`config.mk`:
```
export PLATFORM = sky130hd
export DESIGN_NAME = tacacs_body_obfuscation_unit
export DESIGN_NICKNAME = d
export VERILOG_FILES = /design/src/design/tbo_pkg.sv /design/src/design/tbo_md5_round.sv /design/src/design/tacacs_body_obfuscation_unit.sv
export SDC_FILE = /design/constraint.sdc
export NUM_CORES = 2
export LEC_CHECK = 0
export BUFFER_PORTS_ARGS = -buffer_cell sky130_fd_sc_hd__buf_4
export CAP_MARGIN = 30
export CORE_ASPECT_RATIO = 1.4
export CORE_MARGIN = 2
export CORE_UTILIZATION = 45
export DETAILED_ROUTE_END_ITERATION = 6
export PLACE_DENSITY = 0.6
export REMOVE_ABC_BUFFERS = 1
export SETUP_SLACK_MARGIN = 0.2
export SLEW_MARGIN = 20
export SYNTH_ARGS = -nofsm -noshare
export SYNTH_HDL_FRONTEND = slang
export SYNTH_SLANG_ARGS = --single-unit
```
`constraint.sdc`:
```
create_clock -name clk_i -period 17.2 [get_ports clk_i]
set_input_delay 0.86 -clock clk_i [delete_from_list [all_inputs] [get_ports clk_i]]
set_output_delay 0.86 -clock clk_i [all_outputs]
set_load 0.05 [all_outputs]
```
`src/design/tbo_pkg.sv`:
```
package tbo_pkg;

  localparam int unsigned KEY_BYTES = 32;
  localparam int unsigned PAD_BYTES = 16;
  localparam logic [7:0] UNENCRYPTED_FLAG = 8'h01;

  // Configuration register indexes
  localparam logic [2:0] CFG_KEY_LEN    = 3'd0;
  localparam logic [2:0] CFG_KEY_WORD_0 = 3'd1;
  localparam logic [2:0] CFG_KEY_WORD_1 = 3'd2;
  localparam logic [2:0] CFG_KEY_WORD_2 = 3'd3;
  localparam logic [2:0] CFG_KEY_WORD_3 = 3'd4;

  localparam logic [31:0] MD5_IV_A = 32'h67452301;
  localparam logic [31:0] MD5_IV_B = 32'hefcdab89;
  localparam logic [31:0] MD5_IV_C = 32'h98badcfe;
  localparam logic [31:0] MD5_IV_D = 32'h10325476;

  typedef struct packed {
    logic [7:0]  body_byte;
    logic        first_byte;
    logic [31:0] session_ident;
    logic [7:0]  proto_version;
    logic [7:0]  sequence_number;
    logic [7:0]  flags_in;
  } in_t;

  typedef struct packed {
    logic [7:0] out_byte;
    logic [7:0] flags_out;
  } out_t;

  typedef struct packed {
    logic [31:0] a;
    logic [31:0] b;
    logic [31:0] c;
    logic [31:0] d;
  } md5_st_t;

  function automatic logic [31:0] md5_k(input logic [5:0] i);
    logic [31:0] k;
    case (i)
      6'd0: k = 32'hd76aa478;  6'd1: k = 32'he8c7b756;  6'd2: k = 32'h242070db;
      6'd3: k = 32'hc1bdceee;  6'd4: k = 32'hf57c0faf;  6'd5: k = 32'h4787c62a;
      6'd6: k = 32'ha8304613;  6'd7: k = 32'hfd469501;  6'd8: k = 32'h698098d8;
      6'd9: k = 32'h8b44f7af;  6'd10: k = 32'hffff5bb1; 6'd11: k = 32'h895cd7be;
      6'd12: k = 32'h6b901122; 6'd13: k = 32'hfd987193; 6'd14: k = 32'ha679438e;
      6'd15: k = 32'h49b40821; 6'd16: k = 32'hf61e2562; 6'd17: k = 32'hc040b340;
      6'd18: k = 32'h265e5a51; 6'd19: k = 32'he9b6c7aa; 6'd20: k = 32'hd62f105d;
      6'd21: k = 32'h02441453; 6'd22: k = 32'hd8a1e681; 6'd23: k = 32'he7d3fbc8;
      6'd24: k = 32'h21e1cde6; 6'd25: k = 32'hc33707d6; 6'd26: k = 32'hf4d50d87;
      6'd27: k = 32'h455a14ed; 6'd28: k = 32'ha9e3e905; 6'd29: k = 32'hfcefa3f8;
      6'd30: k = 32'h676f02d9; 6'd31: k = 32'h8d2a4c8a; 6'd32: k = 32'hfffa3942;
      6'd33: k = 32'h8771f681; 6'd34: k = 32'h6d9d6122; 6'd35: k = 32'hfde5380c;
      6'd36: k = 32'ha4beea44; 6'd37: k = 32'h4bdecfa9; 6'd38: k = 32'hf6bb4b60;
      6'd39: k = 32'hbebfbc70; 6'd40: k = 32'h289b7ec6; 6'd41: k = 32'heaa127fa;
      6'd42: k = 32'hd4ef3085; 6'd43: k = 32'h04881d05; 6'd44: k = 32'hd9d4d039;
      6'd45: k = 32'he6db99e5; 6'd46: k = 32'h1fa27cf8; 6'd47: k = 32'hc4ac5665;
      6'd48: k = 32'hf4292244; 6'd49: k = 32'h432aff97; 6'd50: k = 32'hab9423a7;
      6'd51: k = 32'hfc93a039; 6'd52: k = 32'h655b59c3; 6'd53: k = 32'h8f0ccc92;
      6'd54: k = 32'hffeff47d; 6'd55: k = 32'h85845dd1; 6'd56: k = 32'h6fa87e4f;
      6'd57: k = 32'hfe2ce6e0; 6'd58: k = 32'ha3014314; 6'd59: k = 32'h4e0811a1;
      6'd60: k = 32'hf7537e82; 6'd61: k = 32'hbd3af235; 6'd62: k = 32'h2ad7d2bb;
      default: k = 32'heb86d391;
    endcase
    return k;
  endfunction

  function automatic logic [4:0] md5_r(input logic [5:0] i);
    logic [4:0] r;
    case ({i[5:4], i[1:0]})
      4'd0: r = 5'd7;   4'd1: r = 5'd12;  4'd2: r = 5'd17;  4'd3: r = 5'd22;
      4'd4: r = 5'd5;   4'd5: r = 5'd9;   4'd6: r = 5'd14;  4'd7: r = 5'd20;
      4'd8: r = 5'd4;   4'd9: r = 5'd11;  4'd10: r = 5'd16; 4'd11: r = 5'd23;
      4'd12: r = 5'd6;  4'd13: r = 5'd10; 4'd14: r = 5'd15; default: r = 5'd21;
    endcase
    return r;
  endfunction

  // Message word used by round i
  function automatic logic [3:0] md5_g(input logic [5:0] i);
    logic [3:0] g;
    case (i[5:4])
      2'd0: g = i[3:0];
      2'd1: g = 4'(5 * i[3:0] + 1);
      2'd2: g = 4'(3 * i[3:0] + 5);
      default: g = 4'(7 * i[3:0]);
    endcase
    return g;
  endfunction

endpackage

```
`src/design/tbo_md5_round.sv`:
```
module tbo_md5_round
  import tbo_pkg::*;
(
  input  md5_st_t     st_i,
  input  logic [5:0]  rnd_i,
  input  logic [31:0] word_i,
  output md5_st_t     st_o
);

  logic [31:0] f;
  logic [31:0] sum;
  logic [63:0] rot;

  // Select the round function
  always_comb begin
    case (rnd_i[5:4])
      2'd0: f = (st_i.b & st_i.c) | (~st_i.b & st_i.d);
      2'd1: f = (st_i.d & st_i.b) | (~st_i.d & st_i.c);
      2'd2: f = st_i.b ^ st_i.c ^ st_i.d;
      default: f = st_i.c ^ (st_i.b | ~st_i.d);
    endcase
  end

  // Add, rotate and shift the state words
  assign sum = st_i.a + f + md5_k(rnd_i) + word_i;
  assign rot = {sum, sum} << md5_r(rnd_i);

  assign st_o.a = st_i.d;
  assign st_o.d = st_i.c;
  assign st_o.c = st_i.b;
  assign st_o.b = st_i.b + rot[63:32];

endmodule

```
`src/design/tacacs_body_obfuscation_unit.sv`:
```
// Channel   Direction  Handshake               Payload
// in        input      in_valid_i / in_stall_o  in_req_i  (in_t)
// out       output     out_valid_o / out_stall_i out_rsp_o (out_t)
// cfg       input      cfg_valid_i / cfg_ready_o cfg_index_i, cfg_data_i
//
// A byte at a chunk start goes through these steps: load the message block, the 64 MD5
// rounds on the shared round unit, fold the digest, post the result.
// Other bytes and bytes with obfuscation off skip the rounds and go straight to posting.
// Reset clears key, pads, chunk position and chain; no clearing pass.
// A stalled output holds in its register; the input stalls until the result is posted.
module tacacs_body_obfuscation_unit
  import tbo_pkg::*;
(
  input  logic        clk_i,
  input  logic        rst_ni,
  input  logic        in_valid_i,
  output logic        in_stall_o,
  input  in_t         in_req_i,
  output logic        out_valid_o,
  input  logic        out_stall_i,
  output out_t        out_rsp_o,
  input  logic        cfg_valid_i,
  output logic        cfg_ready_o,
  input  logic [2:0]  cfg_index_i,
  input  logic [63:0] cfg_data_i
);

  typedef enum logic [1:0] {ST_IDLE, ST_ROUND, ST_FIN, ST_DONE} state_e;

  state_e       state_q;
  logic [5:0]   key_len_q;
  logic [255:0] key_q;
  logic [127:0] cur_pad_q;
  logic [3:0]   idx_q;
  logic         chain_q;
  logic [511:0] blk_q, blk_d;
  logic [5:0]   rnd_q;
  md5_st_t      st_q, st_d;
  out_t         res_q, out_q;
  logic         out_valid_q;
  logic [7:0]   body_q, flags_q;

  logic         in_acc, out_acc;
  logic [5:0]   klen;
  logic [3:0]   idx_eff;
  logic         chain_eff;
  logic [127:0] pad_new;

  assign in_acc    = in_valid_i && !in_stall_o;
  assign out_acc   = out_valid_q && !out_stall_i;
  assign in_stall_o  = (state_q != ST_IDLE);
  assign cfg_ready_o = 1'b1;
  assign out_valid_o = out_valid_q;
  assign out_rsp_o   = out_q;

  // Clamp the key length and apply a packet restart
  assign klen      = (key_len_q > 6'(KEY_BYTES)) ? 6'(KEY_BYTES) : key_len_q;
  assign idx_eff   = in_req_i.first_byte ? 4'd0 : idx_q;
  assign chain_eff = in_req_i.first_byte ? 1'b0 : chain_q;

  // Build the single message block, padding and length included
  always_comb begin
    logic [6:0] len_v;
    logic [9:0] bits_v;
    logic [6:0] pp;
    logic [6:0] koff;
    logic [6:0] poff;
    len_v  = 7'd6 + 7'(klen) + (chain_eff ? 7'd16 : 7'd0);
    bits_v = {len_v, 3'b000};
    for (int p = 0; p < 64; p++) begin
      pp   = 7'(p);
      koff = pp - 7'd4;
      poff = pp - 7'd6 - 7'(klen);
      if (pp < 7'd4) begin
        blk_d[8*p +: 8] = in_req_i.session_ident[8*(3-p) +: 8];
      end else if (pp < 7'd4 + 7'(klen)) begin
        blk_d[8*p +: 8] = key_q[8*koff[4:0] +: 8];
      end else if (pp == 7'd4 + 7'(klen)) begin
        blk_d[8*p +: 8] = in_req_i.proto_version;
      end else if (pp == 7'd5 + 7'(klen)) begin
        blk_d[8*p +: 8] = in_req_i.sequence_number;
      end else if (chain_eff && (pp < 7'd22 + 7'(klen))) begin
        blk_d[8*p +: 8] = cur_pad_q[8*poff[3:0] +: 8];
      end else if (pp == len_v) begin
        blk_d[8*p +: 8] = 8'h80;
      end else if (pp == 7'd56) begin
        blk_d[8*p +: 8] = bits_v[7:0];
      end else if (pp == 7'd57) begin
        blk_d[8*p +: 8] = {6'd0, bits_v[9:8]};
      end else begin
        blk_d[8*p +: 8] = 8'h00;
      end
    end
  end

  tbo_md5_round u_round (
    .st_i   (st_q),
    .rnd_i  (rnd_q),
    .word_i (blk_q[32*md5_g(rnd_q) +: 32]),
    .st_o   (st_d)
  );

  // Fold the digest into the chaining values
  assign pad_new = {st_q.d + MD5_IV_D, st_q.c + MD5_IV_C,
                    st_q.b + MD5_IV_B, st_q.a + MD5_IV_A};

  // Take register writes; sequence one byte: load, rounds, fold, post, or post directly
  always_ff @(posedge clk_i or negedge rst_ni) begin
    if (!rst_ni) begin
      state_q     <= ST_IDLE;
      key_len_q   <= '0;
      key_q       <= '0;
      cur_pad_q   <= '0;
      idx_q       <= '0;
      chain_q     <= 1'b0;
      blk_q       <= '0;
      rnd_q       <= '0;
      st_q        <= '0;
      res_q       <= '0;
      out_q       <= '0;
      body_q      <= '0;
      flags_q     <= '0;
      out_valid_q <= 1'b0;
    end else begin
      if (cfg_valid_i) begin
        case (cfg_index_i)
          CFG_KEY_LEN:    key_len_q       <= cfg_data_i[5:0];
          CFG_KEY_WORD_0: key_q[63:0]     <= cfg_data_i;
          CFG_KEY_WORD_1: key_q[127:64]   <= cfg_data_i;
          CFG_KEY_WORD_2: key_q[191:128]  <= cfg_data_i;
          CFG_KEY_WORD_3: key_q[255:192]  <= cfg_data_i;
          default: ;
        endcase
      end
      // Post a finished result or drop a taken one
      if (state_q == ST_DONE && (!out_valid_q || !out_stall_i)) begin
        out_valid_q <= 1'b1;
      end else if (out_acc) begin
        out_valid_q <= 1'b0;
      end
      case (state_q)
        ST_IDLE: begin
          if (in_acc) begin
            if (in_req_i.first_byte) begin
              idx_q   <= 4'd0;
              chain_q <= 1'b0;
            end
            if (klen == 6'd0) begin
              res_q   <= '{out_byte: in_req_i.body_byte, flags_out: in_req_i.flags_in};
              state_q <= ST_DONE;
            end else if (idx_eff == 4'd0) begin
              blk_q      <= blk_d;
              body_q     <= in_req_i.body_byte;
              flags_q    <= in_req_i.flags_in;
              st_q       <= '{a: MD5_IV_A, b: MD5_IV_B, c: MD5_IV_C, d: MD5_IV_D};
              rnd_q      <= 6'd0;
              state_q    <= ST_ROUND;
            end else begin
              res_q   <= '{out_byte: in_req_i.body_byte ^ cur_pad_q[8*idx_eff +: 8],
                           flags_out: in_req_i.flags_in ^ UNENCRYPTED_FLAG};
              idx_q   <= idx_eff + 4'd1;
              state_q <= ST_DONE;
            end
          end
        end
        ST_ROUND: begin
          st_q  <= st_d;
          rnd_q <= rnd_q + 6'd1;
          if (rnd_q == 6'd63) state_q <= ST_FIN;
        end
        ST_FIN: begin
          cur_pad_q <= pad_new;
          chain_q   <= 1'b1;
          idx_q     <= 4'd1;
          res_q     <= '{out_byte: body_q ^ pad_new[7:0],
                         flags_out: flags_q ^ UNENCRYPTED_FLAG};
          state_q   <= ST_DONE;
        end
        ST_DONE: begin
          if (!out_valid_q || !out_stall_i) begin
            out_q       <= res_q;
            state_q     <= ST_IDLE;
          end
        end
        default: state_q <= ST_IDLE;
      endcase
    end
  end

  // Rounds run without a break until the last one
  a_round_run: assert property (@(posedge clk_i) disable iff (!rst_ni)
    (state_q == ST_ROUND && rnd_q != 6'd63) |=> (state_q == ST_ROUND))
    else $error("round sequence broke early");

  // A folded digest always starts the chain
  a_fin_chain: assert property (@(posedge clk_i) disable iff (!rst_ni)
    (state_q == ST_FIN) |=> (chain_q && idx_q == 4'd1 && state_q == ST_DONE))
    else $error("digest fold did not update chain");

  // A waiting result is never dropped
  a_out_hold: assert property (@(posedge clk_i) disable iff (!rst_ni)
    (out_valid_q && out_stall_i) |=> out_valid_q)
    else $error("stalled result lost");

endmodule

```
Yosys cells after proc, flatten, opt, wreduce, memory -nomap -nowiden

Memories as Yosys holds them, arrays and structs flattened.
Index checks and enable logic that the tools add are counted.
W data, S select, Z words.

Memories: 2
Register bits after elaboration: 1092
Output and inout port bits: 19
Logic and storage cells: 920
ROM bits: 2128
Input bits: 137

Reduce and logical (&&, ||, !) cells: 87
$add $sub $neg: 77
Shift-type cells: 63
$mul: 3
Bitwise gates (word level): 17
Magnitude comparators: 121
Multiplexer cells: 332
Equality and inequality tests: 196

Memories:

| name             | words | width | rd ports | clocked after memory_dff | wr ports | line          | text |
|---|---|---|---|---|---|---|---|
| (name not given) | 64    | 32    | 1        | 0                        | 0        | tbo_pkg.sv:42 | `case (i)` |
| (name not given) | 16    | 5     | 1        | 0                        | 0        | tbo_pkg.sv:71 | `case ({i[5:4], i[1:0]})` |

Operators by type and width:

| kind                     | count |
|---|---|
| $shiftx A128 B8 Y8       | 61 |
| $mux W8                  | 300 |
| $eq A6 B7 Y1 const A     | 96 |
| $shiftx A512 B10 Y32     | 1 |
| $lt A6 B7 Y1 const A     | 64 |
| $mux W128                | 3 |
| $eq A5 B7 Y1 const A     | 48 |
| $pmux W128 S2            | 1 |
| $lt A5 B7 Y1 const A     | 32 |
| $eq A4 B7 Y1 const A     | 24 |
| $add A32 B32 Y32         | 4 |
| $and A32 B32 Y32         | 4 |
| $lt A4 B7 Y1 const A     | 16 |
| $sub A4 B4 Y4 const A    | 28 |
| $or A32 B32 Y32          | 3 |
| $pmux W32 S3             | 1 |
| $xor A32 B32 Y32         | 3 |
| $eq A3 B7 Y1 const A     | 12 |
| $add A32 B32 Y32 const B | 2 |
| $not A32 Y32             | 2 |
| $shl A64 B5 Y64          | 1 |
| $sub A3 B4 Y4 const A    | 16 |
| $logic_and A1 B1 Y1      | 63 |
| $lt A3 B7 Y1 const A     | 8 |
| 46 further kinds         | 103 |

Depth between registers and ports, before layout

Depth after elaboration: 10
Depth in mapped cells: 47
Depth with buffers taken out: 42

Hierarchy

From an unflattened synthesis, not the netlist that was laid out.

Cell total of the unflattened synthesis: 9100
Area, all modules: 82962.1 um^2

Modules (own cells, without submodules):

| module                       | area an instance (um^2) | instances | cells an instance |
|---|---|---|---|
| tacacs_body_obfuscation_unit | 70382.5                 | 1         | 7272 |
| tbo_md5_round                | 12579.6                 | 1         | 1828 |

Least setup slack after synthesis

OpenSTA, ideal clock, no wires.

Path type: register -> register
From: register rnd_q[2]
To: register st_q[94] in the netlist's numbering
Library setup time: 137 ps
Stages on the path, launching flop included: 47
Arrival time: 9564 ps
Period minus slack after synthesis: 9701 ps
Required time: 17063 ps
Slack: 7499 ps
Path through: dfrtp_1 > buf_2 > inv_2 > clkbuf_1 > clkbuf_1 > ha_1 > fa_1 > xnor2_1 > xnor2_1 > a211oi_1 > or3_1 > buf_2 > clkbuf_1 > mux2i_1 > nor2_1 > a21oi_1 > fa_1 > inv_1 > [11 not listed] > a21oi_1 > mux2i_1 > o21ai_0 > mux2i_1 > ha_1 > fa_1 > a21o_1 > a21oi_1 > o21ai_0 > o2111ai_1 > o211ai_1 > a31o_2 > nand2_1 > o21ai_0 > a311oi_1 > o21ai_0 > xnor2_1 > a21oi_1

Longest elaborated chain between the ends: 8
Elaborated cells between the ends (all ways): 13

Ends and longest elaborated chain:

| element                                        | line                                | text |
|---|---|---|
| from (decl)                                    | tacacs_body_obfuscation_unit.sv:37  | `logic [5:0] rnd_q;` |
| from (signal assigned)                         | tacacs_body_obfuscation_unit.sv:168 | `rnd_q <= rnd_q + 6'd1;` |
| $mul A2 B4 Y4 or $mul A3 B4 Y4 (tied branches) | tbo_pkg.sv:86, tbo_pkg.sv:85        |  |
| $add A4 B3 Y4 or $add A4 B1 Y4 (tied branches) | tbo_pkg.sv:86, tbo_pkg.sv:85        |  |
| $pmux W4 S3                                    | tbo_pkg.sv:83                       | `case (i[5:4])` |
| $shiftx A512 B10 Y32                           | tacacs_body_obfuscation_unit.sv:99  | `.word_i (blk_q[32*md5_g(rnd_q) +: 32]),` |
| $add A32 B32 Y32 (*)                           | tbo_md5_round.sv:25                 | `assign sum = st_i.a + f + md5_k(rnd_i) + word_i;` |
| $shl A64 B5 Y64 (*)                            | tbo_md5_round.sv:26                 | `assign rot = {sum, sum} << md5_r(rnd_i);` |
| $add A32 B32 Y32 (*)                           | tbo_md5_round.sv:31                 | `assign st_o.b = st_i.b + rot[63:32];` |
| $pmux W128 S2 (*)                              | tacacs_body_obfuscation_unit.sv:141 | `case (state_q)` |
| to (signal assigned)                           | tacacs_body_obfuscation_unit.sv:155 | `st_q <= '{a: MD5_IV_A, b: MD5_IV_B, c: MD5_IV_C, d: MD5_IV_D};` |
| to (signal assigned)                           | tacacs_body_obfuscation_unit.sv:167 | `st_q <= st_d;` |
| to (decl)                                      | tacacs_body_obfuscation_unit.sv:38  | `md5_st_t st_q, st_d;` |

Mark *: on every way between the ends. The rest lies on a longest branch, timed or not.
A chain may end at the register's enable or synchronous reset.

Worst setup path after layout

From: register rnd_q[1]
To: register st_q[94] in the netlist's numbering

Longest elaborated chain between the ends: 8
Elaborated cells between the ends (all ways): 14

Ends and longest elaborated chain:

| element                                        | line |
|---|---|
| $mul A2 B4 Y4 or $mul A3 B4 Y4 (tied branches) | tbo_pkg.sv:86, tbo_pkg.sv:85 |
| $add A4 B3 Y4 or $add A4 B1 Y4 (tied branches) | tbo_pkg.sv:86, tbo_pkg.sv:85 |
| $pmux W4 S3                                    | tbo_pkg.sv:83 |
| $shiftx A512 B10 Y32                           | tacacs_body_obfuscation_unit.sv:99 |
| $add A32 B32 Y32                               | tbo_md5_round.sv:25 |
| $shl A64 B5 Y64 (*)                            | tbo_md5_round.sv:26 |
| $add A32 B32 Y32 (*)                           | tbo_md5_round.sv:31 |
| $pmux W128 S2 (*)                              | tacacs_body_obfuscation_unit.sv:141 |

Marks and branches as above.

==> results.cfg <==
[cts]
cts-root-buf = clkbuf_16
ctsResizeCount = 0
cts_hold_buf = 0
clkTransAtPathRegs_ns = 0.08
cts_made_buffers = 117
clock_path_buffers = 3
numClockSinks = 1092
clkLatencyLatePin_ns = 0.82
cts_max_level = 3
postCtsSetupRepairBufs = 0
cts_tree = done

[run_status]
status = finished, final reports clean

[worst_setup_path]
cp_top_family = compound AO/OA/AOI/OAI gates
slowest_stage = buf_4
crit_path_start_kind = flip-flop
required_ns = 17.87
worstSetupEndpointType = flip-flop
crit_fanout = 32
path_class = flip-flop to flip-flop
cpPeakStageDelay_ns = 0.67
cp_num_buf_inv = 5
crit_arrival_ns = 12.73

[sta]
rsz0062_at_grt = false
fmax_mhz = 82.95
setup_violations = 0
fin_skew_ns = 0.1249
maxSlewHeadroom_pct = 18.37
finalCriticalPeriod_ns = 12.06
fin_crit_sh_pct = 70.09
hold_violations = 0
tightest_slew_ns = 1.224
maxSlewViolCount = 0

[global_route]
grt_usage_pct = 43.80
grt_pass1_vias = 73920
grt_overflow = 0
grt_max_degree = 270
antenna_found_initial = 11
grt_pass1_wl_um = 566900

[synth]
synthAdderAreaFrac_pct = 3.619
synth_simple_gate_area_share_pct = 14.13
synth_top_family_by_area = compound AO/OA/AOI/OAI gates
synth_flop_cell = dfrtp_1
synth_top_area_cell = dfrtp_1
synth-xor-area-share_pct = 2.989
synth_most_common_cell = nand2_1
syn_area_mm2 = 0.07987
synth_cell_type_count = 88
avgSynthCellArea_um2 = 8.656
ys_warn_count = 0
yosysTopAreaCellShare_pct = 34.22
async_reset_ff_share_pct = 100.0
ys_top_cells_by_count = 1206 x nand2_1, 1092 x dfrtp_1, 984 x a21oi_1, 803 x nor2_1, 737 x o21ai_0
synth-edff-count = 0
synth_mux_area_share_pct = 19.31
synth_compound_area_share_pct = 20.86
synth_cells = 9227
yosys-top-cells-area = dfrtp_1 34%, mux2i_1 7.2%, mux4_2 6.9%
synth.yosys.seq_area_share_pct = 34.22
ys_seq_elements = 1092

[finish]
finalNonFillerCells = 11390
synthToLayoutAreaGrowth_pct = 9.992
final_layout_size_suffix_gt1_share_pct = 14.81
num-fill-cells = 16990
final_nets = 9311

[floorplan]
die_y_um = 502.5
floorplan.die.width_um = 360.1
ios = 156
die-area_mm2 = 0.1809
core_area_mm2 = 0.1760
floorplan.initialDensity_pct = 45.37
rows = 182

[detailed_routing]
totalWireLength_um = 404000
drt_iter0_markers = 9772
via_per_inst = 6.761
drc = 0
detail_route.wl_per_cell_um = 35.48
antenna_left = 0
num_vias = 76980
dr.pass1.iters = 6

[place]
dp_hpwl_um = 296000
place_inst = 11130
place_congestion = 1.099
io_buffers = 154

[flow_run]
maxCapViolations = 0

[hold_path]
hp-class = primary input to asynchronous set/reset pin
[placed cells by master, fill, tap and decap left out, types with 18 or more instances in the layout]
cell type  count
nand2_1     1205
dfrtp_1     1088
a21oi_1      980
nor2_1       794
o21ai_0      733
mux2i_1      569
buf_4        382
mux2_2       371
nand3_1      285
a211oi_1     283
mux4_2       243
inv_1        211
a22oi_1      211
xnor2_1      166
nor3_1       139
ha_1         123
clkbuf_16    117
a31oi_1      112
xor2_1        91
a221oi_1      85
fa_1          65
o211ai_1      52
o22ai_1       46
nor2b_1       45
nand2b_1      39
a21o_1        38
and2_1        31
and3_1        30
o31ai_1       30
a311oi_1      24
or3_1         23
o21a_1        22
clkbuf_1      22
clkbuf_8      21
nand4_1       19
nor3b_1       18
o21ai_1       18
[sequential cells by signal (all words and copies together), names as in the netlist]
name,count
out_rsp_o,16
state_q,2
rnd_q,6
key_len_q,6
body_q,8
blk_q,512
st_q,128
out_valid_o,1
chain_q,1
key_q,256
idx_q,4
res_q,16
cur_pad_q,128
flags_q,8
[routing by layer]
metal | vias up | track usage [%] | routed length (µm)
li1 | 32840 | - | -
met2 | 4659 | 68.25 | 179600
met1 | 37980 | 50.21 | 142400
met4 | 12 | 39.65 | 44830
met5 | - | 0.07949 | 80
met3 | 1491 | 10.28 | 37080
[through the flow]
stage	hold WS, ns	utilization (%)	cell area, µm²	setup slack [ns]	TNS (ns)
detailed placement	0.4626	47.25	83170	5.369	0
CTS	0.01680	49.63	87360	5.303	0
floorplan	0.4385	-	76810	-39.59	-8521.71
global route	0.05306	49.90	87830	4.534	0
finish	0.004724	49.90	87850	5.144	0
global placement	0.4546	47.06	82840	5.504	0
[final timing paths]
path,depth (start not counted),to,from,slack [ns]
min in group clk_i,3,blk_q[25]$_DFFE_PN0P_,in_req_i[25],0.23
max in group asynchronous,4,key_q[99]$_DFFE_PN0P_,rst_ni,14.14
max,39,st_q[94]$_DFFE_PN0P_,rnd_q[1]$_DFFE_PN0P_,5.14
min,1,state_q[1]$_DFFE_PN0P_,rst_ni,0.005
min reg2reg,2,blk_q[338]$_DFFE_PN0P_,blk_q[338]$_DFFE_PN0P_,0.48
max reg2reg,39,st_q[94]$_DFFE_PN0P_,rnd_q[1]$_DFFE_PN0P_,5.14
[kinds of logic (layout without fill, tap and decap cells)]
group | Yosys count | in the layout
simple gates | 2685 | 2685
compound gates | 2782 | 2782
fa+ha+maj | 192 | 192
flops | 1092 | 1092
xor+xnor | 270 | 270
buf+inv | 1016 | 869
other cells | 1 | 7
mux | 1189 | 1189
[cell type report]
cell class	instances	area [µm²]	area share [%]
Tap cell	2300	2878	3.276
Sequential cell	1092	27340	31.12
Antenna cell	6	15.01	0.01709
Inverter	225	847.1	0.9643
Clock inverter	57	887.1	1.010
Clock buffer	160	3299	3.756
Timing Repair Buffer	427	3550	4.041
Multi-Input combinational cell	7119	49030	55.81
Power is left out: the tool's default activity adds up to more than one toggle a clock period on the data nets, which glitch-free logic cannot reach.
